--- config.mk ---
export PLATFORM = sky130hd
export DESIGN_NAME = cia_div_cell
export DESIGN_NICKNAME = d
export VERILOG_FILES = /design/src/hdl/cia_pkg.sv /design/src/hdl/cia_div_cell.sv
export SDC_FILE = /design/constraint.sdc
export NUM_CORES = 1
export LEC_CHECK = 0
export ABC_AREA = 1
export ABC_CLOCK_PERIOD_IN_PS = 9700
export BUFFER_PORTS_ARGS = -buffer_cell sky130_fd_sc_hd__buf_2
export CAP_MARGIN = 25
export CORE_MARGIN = 5
export CORE_UTILIZATION = 30
export CTS_CLUSTER_SIZE = 25
export DETAILED_ROUTE_END_ITERATION = 7
export GPL_TIMING_DRIVEN = 0
export PLACE_DENSITY = 0.59
export SYNTH_ARGS = -nofsm -noshare
export SYNTH_HDL_FRONTEND = slang
export SYNTH_SLANG_ARGS = --single-unit
--- constraint.sdc ---
create_clock -name clk -period 9.7 [get_ports clk]
set_input_delay 1.94 -clock clk [delete_from_list [all_inputs] [get_ports clk]]
set_output_delay 1.94 -clock clk [all_outputs]
set_load 0.05 [all_outputs]
--- src/hdl/cia_pkg.sv ---
// ----------------------------------------------------------------------------
// cia_pkg: shared types and constants
// Opcodes, flag bits and the records that travel down the ALU pipeline.
// ----------------------------------------------------------------------------
`default_nettype none
package cia_pkg;

  localparam int unsigned Width = 32;
  localparam int unsigned FlagW = 6;

  typedef enum logic [4:0] {
    OP_ADD  = 5'd0,  OP_SUB  = 5'd1,  OP_MUL  = 5'd2,  OP_DIVU = 5'd3,
    OP_MODU = 5'd4,  OP_MULS = 5'd5,  OP_DIVS = 5'd6,  OP_MODS = 5'd7,
    OP_SHL1 = 5'd8,  OP_SHR1 = 5'd9,  OP_SHL  = 5'd10, OP_SHR  = 5'd11,
    OP_ROL1 = 5'd12, OP_ROR1 = 5'd13, OP_ROL  = 5'd14, OP_ROR  = 5'd15,
    OP_OR   = 5'd16, OP_AND  = 5'd17, OP_XOR  = 5'd18, OP_BSET = 5'd19,
    OP_BCLR = 5'd20, OP_NOT  = 5'd21, OP_INC  = 5'd22, OP_DEC  = 5'd23,
    OP_CMP  = 5'd24, OP_TSTZ = 5'd25, OP_PASS = 5'd26
  } op_t;

  localparam logic [FlagW-1:0] FLAG_ZERO    = 6'b00_0001;
  localparam logic [FlagW-1:0] FLAG_NONZERO = 6'b00_0010;
  localparam logic [FlagW-1:0] FLAG_EQ      = 6'b00_0100;
  localparam logic [FlagW-1:0] FLAG_NE      = 6'b00_1000;
  localparam logic [FlagW-1:0] FLAG_LT      = 6'b01_0000;
  localparam logic [FlagW-1:0] FLAG_GT      = 6'b10_0000;

  // Control and finished results that ride along with the divider data.
  typedef struct packed {
    logic             valid;
    logic             is_div;
    logic             want_rem;
    logic             neg;
    logic             dz;
    logic             fvalid;
    logic [FlagW-1:0] flags;
    logic [Width-1:0] res;
  } ctl_t;

  typedef struct packed {
    logic [Width-1:0] rem;
    logic [Width-1:0] dvd;
    logic [Width-1:0] dvs;
  } div_t;

endpackage
`default_nettype wire

--- src/hdl/cia_div_cell.sv ---
// ----------------------------------------------------------------------------
// cia_div_cell: one restoring division step
// Develops one quotient bit and hands the partial state to the next cell.
// ----------------------------------------------------------------------------
`default_nettype none
module cia_div_cell (
  input  wire logic          clk,
  input  wire logic          rst,
  input  wire logic          en,
  input  wire cia_pkg::ctl_t ctl_in,
  input  wire cia_pkg::div_t dat_in,
  output cia_pkg::ctl_t      ctl,
  output cia_pkg::div_t      dat
);
  import cia_pkg::*;

  logic [Width:0] trial;
  logic [Width:0] diff;
  div_t           dat_next;

  always_comb begin
    trial        = {dat_in.rem, dat_in.dvd[Width-1]};
    diff         = trial - {1'b0, dat_in.dvs};
    dat_next.dvs = dat_in.dvs;
    // A non-negative difference means the divisor fits: keep it, quotient bit 1.
    dat_next.rem = diff[Width] ? trial[Width-1:0] : diff[Width-1:0];
    dat_next.dvd = {dat_in.dvd[Width-2:0], ~diff[Width]};
  end

  always_ff @(posedge clk) begin
    if (rst) begin
      ctl.valid <= 1'b0;
    end else if (en) begin
      ctl <= ctl_in;
      dat <= dat_next;
    end
  end

endmodule
`default_nettype wire

* Word-level counts from Yosys, hierarchy flattened *
Cells that the tools add are included.

operators by class
  bitwise gates (word level) = 2
  multiplexer cells = 1
  add/sub/neg operators = 1
  reduce and logical (&&, ||, !) cells = 1

operator list
  operator           count
  $sub A33 B32 Y33   1
  $mux W32           1
  $not A1 Y1         2
  $reduce_and A2 Y1  1

word-level totals
  input port bits = 143
  logic and storage cells = 16
  register bits after elaboration = 140
  output and inout bits = 140

* Logic depth before layout (Yosys ltp) *
  depth after elaboration = 2
  depth in mapped cells = 17
  mapped depth without buffers = 16

* Worst setup path before layout *
Ideal clock, no wire load.

  path type = in2reg
  start = input en
  end = register ctl[0] (netlist name) (enable)
  buffers on the path = 0
  arrival time = 7.824 ns
  setup time = 0.644 ns
  setup slack = 1.232 ns
  required time = 9.056 ns
  cell stages on the path = 2
  path through = inv_1 -> nor2_1

on the way
  cells in the longest elaborated chain, start to end = 1

RTL lines
  element                      RTL line            text
  start, declared              cia_div_cell.sv:9   input wire logic en,
  $reduce_and A2 Y1 (no line)  -
  end signal, assigned         cia_div_cell.sv:34  ctl <= ctl_in;
  end, declared                cia_div_cell.sv:12  output cia_pkg::ctl_t ctl,

No other way between the ends.
A chain may end at the register's enable or synchronous reset.

==> impl_metrics.toml <==
[global_route]
grt_max_degree = 34
grt_pass1_vias = 6349
antenna_found_initial = 0
overflow = 0
grt_usage_pct = 16.29
grt_pass1_wl_mm = 35.13

[floorplan]
ioPinCount = 283
row_count = 57
fp.dieW_um = 166.8
die_area_sq_um = 27820
initial_core_util_pct = 30.42
die_h_um = 166.8
core-area_sq_um = 24250

[power]
p_per_area_nw_per_um2 = 186.4
power.total_uw = 1837
ir_drop_v = 0.00008337
p_leak_uw = 0.005057

[setup_path]
critical_path.startpoint_type = "primary input"
path_class = "primary input to flop"
slowest_delay_ns = 0.42
critPathSlowestCell = "fa_1"
crit_top_cell = "nand2_1"
cp.required_ns = 9.86
r2r_end = "ctl[43]"
endpoint_kind = "flop"
rrSetupSlack_ns = 9.13
worstPathArrival_ns = 4.11
reg2reg_depth = 2
rr_startpoint = "ctl[43]"
cp_max_fo = 10
path_cells = "buf_2, ha_1, fa_1, inv_1, nand2_1, nand2_1, nand3_1, nand2_2, nand2_1, nand2_2, nand2_2, nand3_1, nand2_4, buf_6, nand2_1, nand2_1"

[min_path]
hp-class = "flop to flop"
worstHoldStart = "ctl[43]"
holdPathStages = 2
hold_end = "ctl[43]"

[place]
dp_slack_ns = 5.291
portBuffers = 282
place_area_sq_um = 9280
gp_congestion = 0.8509
dp_hpwl_mm = 19.62
place_inst = 1435

[sta]
min_period_ns = 3.949
maxSlewHeadroom_pct = 48.16
drv_slew = 0
hold_ws_ns = 0.4686
max_freq_ghz = 0.2532
rsz0062_at_grt = "false"
timing.final.ws_setup_ns = 5.751
hold_violations = 0
skew_ns = 0
finalCritPeriodShare_pct = 40.71
finalSetupViolations = 0
worst_pin_slew_ns = 0.7758

[synthesis]
synth_top_area_share_pct = 56.59
synth_fp_nets = 1001
synth_edf_count = 139
seq_area_frac_synth_pct = 56.86
yosys.area.top_type = "edfxtp_1"
syn_area_sq_um = 7376
ys_types = 24
async_flop_share_pct = 0
synth_area_leaders = "edfxtp_1 57%, nand2_1 17%, inv_1 8.0%, ha_1 5.4%, nand3_1 2.1%"
ys_ff_latch = 140
yosysWarnings = 0
syn-instance-count = 825
synth-main-ff-cell = "edfxtp_1"
syn_area_per_cell_sq_um = 8.940

[clock_network]
clk_path_buf_depth = 2
cts_resized = 0
cts_buffers = 17
insertion_delay_ns = 0.41
cts_hold_buffers = 0
postCtsSetupBuffers = 0
clock-sinks = 140
cts.clk_slew.worst_paths_ns = 0.07
htreeDepth = 4
cts_tree = "built"
cts-root-buf = "clkbuf_16"

[final_layout]
drive_gt1_share_pct = 29.57
diodes = 0
area_growth_pct = 33.62
nets = 1306
stdcell_count = 1467
design_area_sq_um = 9856

[drt]
drtAntennaViolNets = 0
vias = 6248
drc_errors = 0
drtIter0Drc = 256
wire_per_inst_um = 15.82
wirelength_mm = 23.21
vias_per_cell = 4.259
drt-pass1-iter-count = 5

[run_status]
status = "completed"

[run]
maxCapViolCount = 0
[critical path: cells and delay by family]
kind | cells | cell delay (ns)
adder cells (fa/ha/maj) | 2 | 0.64
AND/OR/NAND/NOR | 11 | 1.12
buffers and inverters | 3 | 0.42
[registers in the layout, indices dropped and copies added, names as in the netlist]
signal	cells
dat	96
ctl	44
[logic make-up (layout without fill, tap and decap cells)]
logic type	after synthesis	in the layout	share of synthesized area, %
flip-flops	140	140	56.86
AND/OR/NAND/NOR	439	439	24.05
buffers and inverters	164	482	8.957
XOR/XNOR	15	15	1.781
AO/OA/AOI/OAI	34	34	2.646
adder cells (fa/ha/maj)	33	33	5.700
[cell type report]
type / count / area (sq um)
Timing Repair Buffer: 286 / 1491
Inverter: 158 / 593.1
Fill cell: 2534 / 14390
Buffer: 6 / 67.56
Tap cell: 324 / 405.4
Clock buffer: 17 / 425.4
Clock inverter: 15 / 150.1
Multi-Input combinational cell: 521 / 2529
Sequential cell: 140 / 4194
[through the flow]
step / utilization [%] / setup TNS (ns)
floorplan: - / 0
global placement: 37.91 / -209.55
detailed placement: 38.27 / 0
CTS: 40.64 / 0
global route: 40.64 / 0
finish: 40.64 / 0
[synth_stat cells, drive strengths merged, types with 2 or more instances]
library cell and n:
edfxtp 139, nand2 345, nor2 40, nand3 31
nor3 6, o21bai 7, a21oi 27, inv 158
and2 4, ha 32, nand3b 2, buf 6
or2 2, xor2 14, nand4 8
[routing by layer]
layer / track usage, % / up-vias / share of wire [%]
li1: - / 3213 / -
met4: 2.775 / 0 / 0.62
met2: 31.16 / 190 / 53
met1: 18.50 / 2833 / 40
met3: 4.100 / 12 / 6.3
met5: 0 / - / 0
[power by group]
part / switching [uW] / total [uW] / leakage, uW / internal [uW]
Clock: 281 / 644 / 0.000278 / 363
Combinational: 337 / 461 / 0.00348 / 124
Sequential: 10.7 / 732 / 0.00130 / 721
Total: 629 / 1840 / 0.00506 / 1210
[cell usage in the layout, fill, tap and decap left out, types with 2 or more instances in the layout]
cell,n
a21oi_1,25
nand3_1,31
edfxtp_1,139
buf_2,282
clkinvlp_4,2
buf_12,4
xor2_1,14
nand2_4,2
nand2_2,8
ha_1,32
nor3_1,6
nand2_1,335
buf_6,6
nand4_1,8
inv_1,157
and2_1,4
o21bai_1,7
inv_6,8
a21oi_2,2
nand3b_1,2
inv_8,2
nor2_1,39
clkbuf_16,17
[how the worst max path moves through the flow]
stage | start | end | cells past startpoint
floorplan | en | ctl[0] | 2
global placement | en | dat[92] | 3
detailed placement | dat_in[63] | dat[85] | 17
CTS | dat_in[63] | dat[85] | 17
global route | dat_in[63] | dat[85] | 17
finish | dat_in[0] | dat[85] | 16
Power figures use the tool's default switching activity.
