<file path="src/hdl/cia_pkg.sv">
// ----------------------------------------------------------------------------
// cia_pkg: shared types and constants
// Opcodes, flag bits and the records that travel down the ALU pipeline.
// ----------------------------------------------------------------------------
`default_nettype none
package cia_pkg;

  localparam int unsigned Width = 32;
  localparam int unsigned FlagW = 6;

  typedef enum logic [4:0] {
    OP_ADD  = 5'd0,  OP_SUB  = 5'd1,  OP_MUL  = 5'd2,  OP_DIVU = 5'd3,
    OP_MODU = 5'd4,  OP_MULS = 5'd5,  OP_DIVS = 5'd6,  OP_MODS = 5'd7,
    OP_SHL1 = 5'd8,  OP_SHR1 = 5'd9,  OP_SHL  = 5'd10, OP_SHR  = 5'd11,
    OP_ROL1 = 5'd12, OP_ROR1 = 5'd13, OP_ROL  = 5'd14, OP_ROR  = 5'd15,
    OP_OR   = 5'd16, OP_AND  = 5'd17, OP_XOR  = 5'd18, OP_BSET = 5'd19,
    OP_BCLR = 5'd20, OP_NOT  = 5'd21, OP_INC  = 5'd22, OP_DEC  = 5'd23,
    OP_CMP  = 5'd24, OP_TSTZ = 5'd25, OP_PASS = 5'd26
  } op_t;

  localparam logic [FlagW-1:0] FLAG_ZERO    = 6'b00_0001;
  localparam logic [FlagW-1:0] FLAG_NONZERO = 6'b00_0010;
  localparam logic [FlagW-1:0] FLAG_EQ      = 6'b00_0100;
  localparam logic [FlagW-1:0] FLAG_NE      = 6'b00_1000;
  localparam logic [FlagW-1:0] FLAG_LT      = 6'b01_0000;
  localparam logic [FlagW-1:0] FLAG_GT      = 6'b10_0000;

  // Control and finished results that ride along with the divider data.
  typedef struct packed {
    logic             valid;
    logic             is_div;
    logic             want_rem;
    logic             neg;
    logic             dz;
    logic             fvalid;
    logic [FlagW-1:0] flags;
    logic [Width-1:0] res;
  } ctl_t;

  typedef struct packed {
    logic [Width-1:0] rem;
    logic [Width-1:0] dvd;
    logic [Width-1:0] dvs;
  } div_t;

endpackage
`default_nettype wire

</file>
<file path="src/hdl/cia_front.sv">
// ----------------------------------------------------------------------------
// cia_front: operand decode stage
// Computes every single-cycle operation and prepares divider operands.
// ----------------------------------------------------------------------------
`default_nettype none
module cia_front (
  input  wire logic                     clk,
  input  wire logic                     rst,
  input  wire logic                     en,
  input  wire logic                     in_fire,
  input  wire logic [4:0]               opcode,
  input  wire logic [cia_pkg::Width-1:0] operand_a,
  input  wire logic [cia_pkg::Width-1:0] operand_b,
  output cia_pkg::ctl_t                 ctl,
  output cia_pkg::div_t                 dat
);
  import cia_pkg::*;

  ctl_t             ctl_next;
  div_t             dat_next;
  logic             big;
  logic [4:0]       sh;
  logic [63:0]      rl;
  logic [63:0]      rr;
  logic [Width-1:0] bit_mask;
  logic [Width-1:0] mag_a;
  logic [Width-1:0] mag_b;
  logic             sgn;
  logic             bz;

  always_comb begin
    big      = |operand_b[Width-1:5];
    sh       = operand_b[4:0];
    rl       = {operand_a, operand_a} << sh;
    rr       = {operand_a, operand_a} >> sh;
    bit_mask = {{(Width-1){1'b0}}, 1'b1} << sh;
    mag_a    = operand_a[Width-1] ? (Width'(0) - operand_a) : operand_a;
    mag_b    = operand_b[Width-1] ? (Width'(0) - operand_b) : operand_b;
    bz       = (operand_b == '0);
    sgn      = (opcode == OP_DIVS) || (opcode == OP_MODS);

    ctl_next          = '0;
    ctl_next.valid    = in_fire;
    ctl_next.res      = operand_a;
    ctl_next.want_rem = (opcode == OP_MODU) || (opcode == OP_MODS);
    ctl_next.neg      = (opcode == OP_MODS) ? operand_a[Width-1]
                                            : (operand_a[Width-1] ^ operand_b[Width-1]);
    dat_next.rem      = '0;
    dat_next.dvd      = sgn ? mag_a : operand_a;
    dat_next.dvs      = sgn ? mag_b : operand_b;

    case (opcode)
      OP_ADD:  ctl_next.res = operand_a + operand_b;
      OP_SUB:  ctl_next.res = operand_a - operand_b;
      OP_MUL, OP_MULS: ctl_next.res = operand_a * operand_b;
      OP_DIVU, OP_MODU, OP_DIVS, OP_MODS: begin
        ctl_next.is_div = ~bz;
        ctl_next.dz     = bz;
        ctl_next.res    = '0;
        ctl_next.neg    = sgn & ctl_next.neg;
      end
      OP_SHL1: ctl_next.res = {operand_a[Width-2:0], 1'b0};
      OP_SHR1: ctl_next.res = {1'b0, operand_a[Width-1:1]};
      OP_SHL:  ctl_next.res = big ? '0 : (operand_a << sh);
      OP_SHR:  ctl_next.res = big ? '0 : (operand_a >> sh);
      OP_ROL1: ctl_next.res = {operand_a[Width-2:0], operand_a[Width-1]};
      OP_ROR1: ctl_next.res = {operand_a[0], operand_a[Width-1:1]};
      OP_ROL:  ctl_next.res = rl[63:32];
      OP_ROR:  ctl_next.res = rr[31:0];
      OP_OR:   ctl_next.res = operand_a | operand_b;
      OP_AND:  ctl_next.res = operand_a & operand_b;
      OP_XOR:  ctl_next.res = operand_a ^ operand_b;
      OP_BSET: ctl_next.res = big ? operand_a : (operand_a | bit_mask);
      OP_BCLR: ctl_next.res = big ? operand_a : (operand_a & ~bit_mask);
      OP_NOT:  ctl_next.res = ~operand_a;
      OP_INC:  ctl_next.res = operand_a + Width'(1);
      OP_DEC:  ctl_next.res = operand_a - Width'(1);
      OP_CMP: begin
        ctl_next.fvalid = 1'b1;
        ctl_next.flags  = ((operand_a == operand_b) ? FLAG_EQ : FLAG_NE)
                        | ((operand_a < operand_b) ? FLAG_LT : '0)
                        | ((operand_a > operand_b) ? FLAG_GT : '0);
      end
      OP_TSTZ: begin
        ctl_next.fvalid = 1'b1;
        ctl_next.flags  = (operand_a == '0) ? FLAG_ZERO : FLAG_NONZERO;
      end
      OP_PASS: ctl_next.res = operand_b;
      default: ctl_next.res = operand_a;
    endcase
  end

  always_ff @(posedge clk) begin
    if (rst) begin
      ctl.valid <= 1'b0;
    end else if (en) begin
      ctl <= ctl_next;
      dat <= dat_next;
    end
  end

endmodule
`default_nettype wire

</file>
<file path="config.mk">
export PLATFORM = sky130hd
export DESIGN_NAME = cia_front
export DESIGN_NICKNAME = d
export VERILOG_FILES = /design/src/hdl/cia_pkg.sv /design/src/hdl/cia_front.sv
export SDC_FILE = /design/constraint.sdc
export NUM_CORES = 2
export LEC_CHECK = 0
export BUFFER_PORTS_ARGS = -buffer_cell sky130_fd_sc_hd__buf_2
export CORE_MARGIN = 5
export CORE_UTILIZATION = 45
export DETAILED_ROUTE_END_ITERATION = 6
export HOLD_SLACK_MARGIN = 0.02
export MAX_ROUTING_LAYER = met4
export SKIP_CTS_REPAIR_TIMING = 1
export SYNTH_ARGS = -nofsm -noshare
export SYNTH_HDL_FRONTEND = slang
export SYNTH_SLANG_ARGS = --single-unit
</file>
<file path="constraint.sdc">
create_clock -name clk -period 10.4 [get_ports clk]
set_clock_uncertainty 0.15 [all_clocks]
set_input_delay 1.56 -clock clk [delete_from_list [all_inputs] [get_ports clk]]
set_output_delay 1.56 -clock clk [all_outputs]
set_load 0.01 [all_outputs]
</file>
Yosys cells after proc, flatten, opt, wreduce, memory -nomap -nowiden

Index checks and enable logic that the tools add are counted.

Shift operators: 5
Equality and inequality tests: 27
Multiplexer cells: 16
Order comparisons: 2
Bitwise gates (word level): 13
$mul: 1
$add $sub $neg: 6
Reductions and logical operators: 9

Operator list:

| cell                                               | number |
|---|---|
| one-hot mux 32 bit (21 select lines)               | 1 |
| two-way mux 32 bit                                 | 8 |
| AND 32 bit                                         | 2 |
| logical NOT 32 bit                                 | 2 |
| NOT 32 bit                                         | 2 |
| bitwise OR 32 bit                                  | 2 |
| << shifter 64 x 5 -> 64 bit                        | 1 |
| right shift 64 x 5 -> 32 bit                       | 1 |
| subtractor 1 x 32 -> 32 bit, first input constant  | 2 |
| == test 5 bit, second input constant               | 11 |
| == test 5 x 4 -> 1 bit, second input constant      | 8 |
| adder 32 x 1 -> 32 bit, second input constant      | 1 |
| adder 32 bit                                       | 1 |
| == test 32 bit                                     | 1 |
| > comparator 32 bit                                | 1 |
| less-than comparator 32 bit                        | 1 |
| multiplier 32 x 32 -> 32 bit                       | 1 |
| << shifter 1 x 5 -> 32 bit, first input constant   | 1 |
| << shifter 32 x 5 -> 32 bit                        | 1 |
| right shift 32 x 5 -> 32 bit                       | 1 |
| subtractor 32 x 1 -> 32 bit, second input constant | 1 |
| subtractor 32 bit                                  | 1 |
| XOR 32 bit                                         | 1 |
| OR reduction 27 bit                                | 1 |
| other kinds (19)                                   | 26 |

Input port bits: 73
Register bits: 108

Longest topological paths before layout

Depth after elaboration: 5
Depth in mapped cells: 32

Least setup slack after synthesis

Ideal clock, no wire load.

Path kind: input -> register
Start point: input port operand_b[4] in the netlist's numbering
End point: register ctl[30] in the netlist's numbering, data pin
Path slack: 0.774 ns
Stages on the path: 31
Arrival time: 9.205 ns
Setup time: 0.272 ns
Cell sequence: clkbuf_1 -> inv_1 -> clkbuf_1 -> clkbuf_1 -> clkbuf_1 -> buf_1 -> clkbuf_1 -> nor2_1 -> fa_1 -> inv_1 -> fa_1 -> fa_1 -> fa_1 -> inv_1 -> fa_1 -> inv_1 -> fa_1 -> inv_1 -> fa_1 -> fa_1 -> ha_1 -> clkbuf_1 -> and3_1 -> o21a_1 -> a21oi_1 -> o21ai_0 -> o21bai_1 -> o21ai_0 -> nor4b_1 -> a311oi_1 -> a22oi_1

RTL lines:

| element              | line            | RTL |
|---|---|---|
| start, declared      | cia_front.sv:13 | `input wire logic [cia_pkg::Width-1:0] operand_b,` |
| end signal, assigned | cia_front.sv:97 | `ctl <= ctl_next;` |
| end, declared        | cia_front.sv:14 | `output cia_pkg::ctl_t ctl,` |

==> results.ini <==
[status]
outcome = finished with violations
violations = DRC, capacitance limit

[cts]
cts_buffers = 9
cts.sinks = 108
root_buffer = clkbuf_16
path_clk_slew_ps = 100
cts_tree = done
cts-htree-levels = 3
clk_latency_ps = 430
clockBufferDepth = 2

[timing]
max_freq_ghz = 0.101
maxSlewViolCount = 0
worstMarginPinSlew_ps = 1430
min_period_over_period_pct = 95.5
period_needed_ps = 9930
setup_ws_ps = 466
tns_ps = 0
setup_viol = 0
maxSlewHeadroom_pct = 1.88
rsz0062_at_grt = no
hold_viol = 0

[placement]
detailed_place_hpwl_mm = 129
dp_cells = 5008
place_ws_ps = 311
place.gp.congestion = 1.12
dpl-instance-area_mm2 = 0.0351
io_buffers = 180

[worst_setup_path]
slowest_delay_ps = 730
crit_fanout = 17
worst-setup-path-type = primary input to register
crit_family = adder cells
crit_arrival_ps = 9930
end_kind = register
required_ps = 10400
cpMaxStageDelayCell = clkinv_1
r2r_setup_slack_ps = 9660
crit_chain = buf_2 > clkinv_1 > buf_4 > nor2_1 > fa_1 > inv_1 > fa_1 > fa_1 > fa_1 > fa_1 > fa_1 > fa_1 > fa_1 > inv_1 > ha_1 > nand2b_1 > o22ai_1 > a22o_1 > a211oi_1 > o2111ai_1 > a211oi_1 > o21ai_0 > a311oi_1 > a22oi_1
crit_buf_inv = 5
cp-start-kind = primary input
crit_top_cell = fa_1

[finish]
syn_to_final_growth_pct = 7.36
fin_nets = 4802
final_area_mm2 = 0.0354
fin_cells = 5034
drive_gt1_share_pct = 12.8
fin_util_pct = 48.6

[power]
leakagePower_nw = 15.9
cellPowerDensity_mw_per_mm2 = 439
ir_drop_v = 0.000830

[routing]
ant_nets = 0
wl_per_cell_um = 34.3
via_per_inst = 6.61
drcViolationCount = 2
wirelength_mm = 172
vias = 33300
dr.first_iter.drc_count = 4869
dr.pass1.iters = 7

[synth]
async_flop_share_pct = 0
synth_edf_count = 107
ys_seq_area_share_pct = 9.80
ys_warn_count = 0
synthFlopType = edfxtp_1
synth_seq_cells = 108
synth_top_area_cell = fa_1
ys_top_cells_by_area = fa_1 (25%), ha_1 (9.8%), edfxtp_1 (9.7%), nor2_1 (6.4%), inv_1 (5.2%)
synthDistinctLibCells = 93
syn-cell-area_mm2 = 0.0330
synth_cells = 4003
avgSynthCellArea_um2 = 8.24
yosysTopAreaCellShare_pct = 24.9

[die]
die-area_mm2 = 0.0788
row_count = 99
initial_utilization_pct = 45.3
fp.dieW_um = 281
die_y_um = 281
core-area_mm2 = 0.0728
ios = 213

[worst_hold_path]
hp-class = register to register

[flow_run]
drv_cap = 1

[grt]
grt_max_degree = 109
grt_overflow = 0
grt_pass1_wl_mm = 243
antenna_found_initial = 12
grt_pass1_vias = 32700
grt_usage_pct = 44.3

## layout make-up
| cell class | instances | area (µm²) |
|---|---|---|
| Timing Repair Buffer | 344 | 2170 |
| Inverter | 475 | 1780 |
| Fill cell | 7205 | 37400 |
| Tap cell | 959 | 1200 |
| Clock buffer | 9 | 225 |
| Multi-Input combinational cell | 3122 | 26700 |
| Sequential cell | 108 | 3230 |
| Clock inverter | 7 | 83.8 |
| Antenna cell | 10 | 25.0 |
## tightest hold or removal path, delay by kind of cell, from the launching register on
family           cells  cell delay (ps)
muxes                1               70
and+or+nand+nor      1               70
DFF                  1              350
## cells in the final DEF (no fill, tap or decap), drive strengths merged, types with 35 or more instances in the layout
master | netlist | final
nor2 | 566 | 566
inv | 455 | 461
fa | 410 | 410
nand2 | 401 | 401
buf | 120 | 344
ha | 259 | 259
a21oi | 221 | 221
xnor2 | 179 | 179
o21ai | 118 | 118
edfxtp | 107 | 107
mux4 | 66 | 66
mux2i | 62 | 62
nor3 | 53 | 53
nand3 | 49 | 49
o22ai | 41 | 41
a221oi | 40 | 40
mux2 | 35 | 35
## registers in the layout, indices dropped and copies added (netlist names)
name  flops
dat      64
ctl      44
## stage by stage
step | power (mW) | hold slack [ps]
after floorplan | 10.1 | 378
after global placement | 14.7 | 328
after detailed placement | 14.7 | 337
after CTS | 15.2 | 362
after global routing | 16.7 | 418
final | 15.5 | 367
## final timing paths
kind,start,to,cells after the start
hold reg to reg,ctl[43],ctl[43],2
setup reg to reg,ctl[43],ctl[43],2
hold / removal,ctl[43],ctl[43],2
setup / recovery,operand_b[5],ctl[30],24
## cells by family (layout without fill, tap and decap cells)
group,count (synthesis),count (layout),synth area share (%)
AO/OA/AOI/OAI,756,756,15.4
XOR/XNOR,208,208,5.52
adder cells (fa/ha/maj),669,669,34.7
buffers and inverters,804,835,9.78
flip-flops,108,108,9.80
multiplexers,163,163,7.58
other,1,42,0.0114
AND/OR/NAND/NOR,1294,1294,17.2
## power breakdown
group | internal [mW] | leakage, nW | switching, mW | total (mW)
Combinational | 5.79 | 14.8 | 8.73 | 14.5
Sequential | 0.556 | 0.989 | 0.0197 | 0.576
Clock | 0.176 | 0.152 | 0.263 | 0.439
## cells in the mapped netlist (11+ instances only)
| master | instances |
|---|---|
| clkinv_1 | 20 |
| o21ai_0 | 117 |
| o31ai_1 | 22 |
| nor2b_1 | 21 |
| buf_1 | 55 |
| a31oi_1 | 18 |
| a222oi_1 | 13 |
| nor2_1 | 566 |
| a32oi_1 | 12 |
| a211oi_1 | 30 |
| mux2_2 | 35 |
| xor2_1 | 29 |
| a21o_1 | 33 |
| edfxtp_1 | 107 |
| xnor2_1 | 179 |
| or3_1 | 17 |
| or2_2 | 21 |
| fa_1 | 410 |
| and2_1 | 18 |
| nand3_1 | 49 |
| buf_2 | 20 |
| o211ai_1 | 20 |
| nand2_1 | 400 |
| o21a_1 | 18 |
| a21oi_1 | 220 |
| nand4_1 | 29 |
| or4_1 | 11 |
| a22oi_1 | 17 |
| clkbuf_1 | 209 |
| o22ai_1 | 41 |
| nor4_1 | 24 |
| mux2i_1 | 62 |
| and3_1 | 33 |
| buf_4 | 41 |
| ha_1 | 259 |
| a221o_1 | 12 |
| mux4_2 | 66 |
| o21bai_1 | 18 |
| nor3_1 | 52 |
| a221oi_1 | 40 |
| nand2b_1 | 22 |
| a2111oi_0 | 11 |
| inv_1 | 453 |
## layer usage
metal	vias to the layer above	GRT usage (%)	wire [µm]
met5	-	-	0
met4	0	27.6	14700
met3	647	14.3	23500
met2	2560	61.2	69800
met1	16500	56.2	64400
li1	13600	-	-
(Power assumes the default switching activity.)
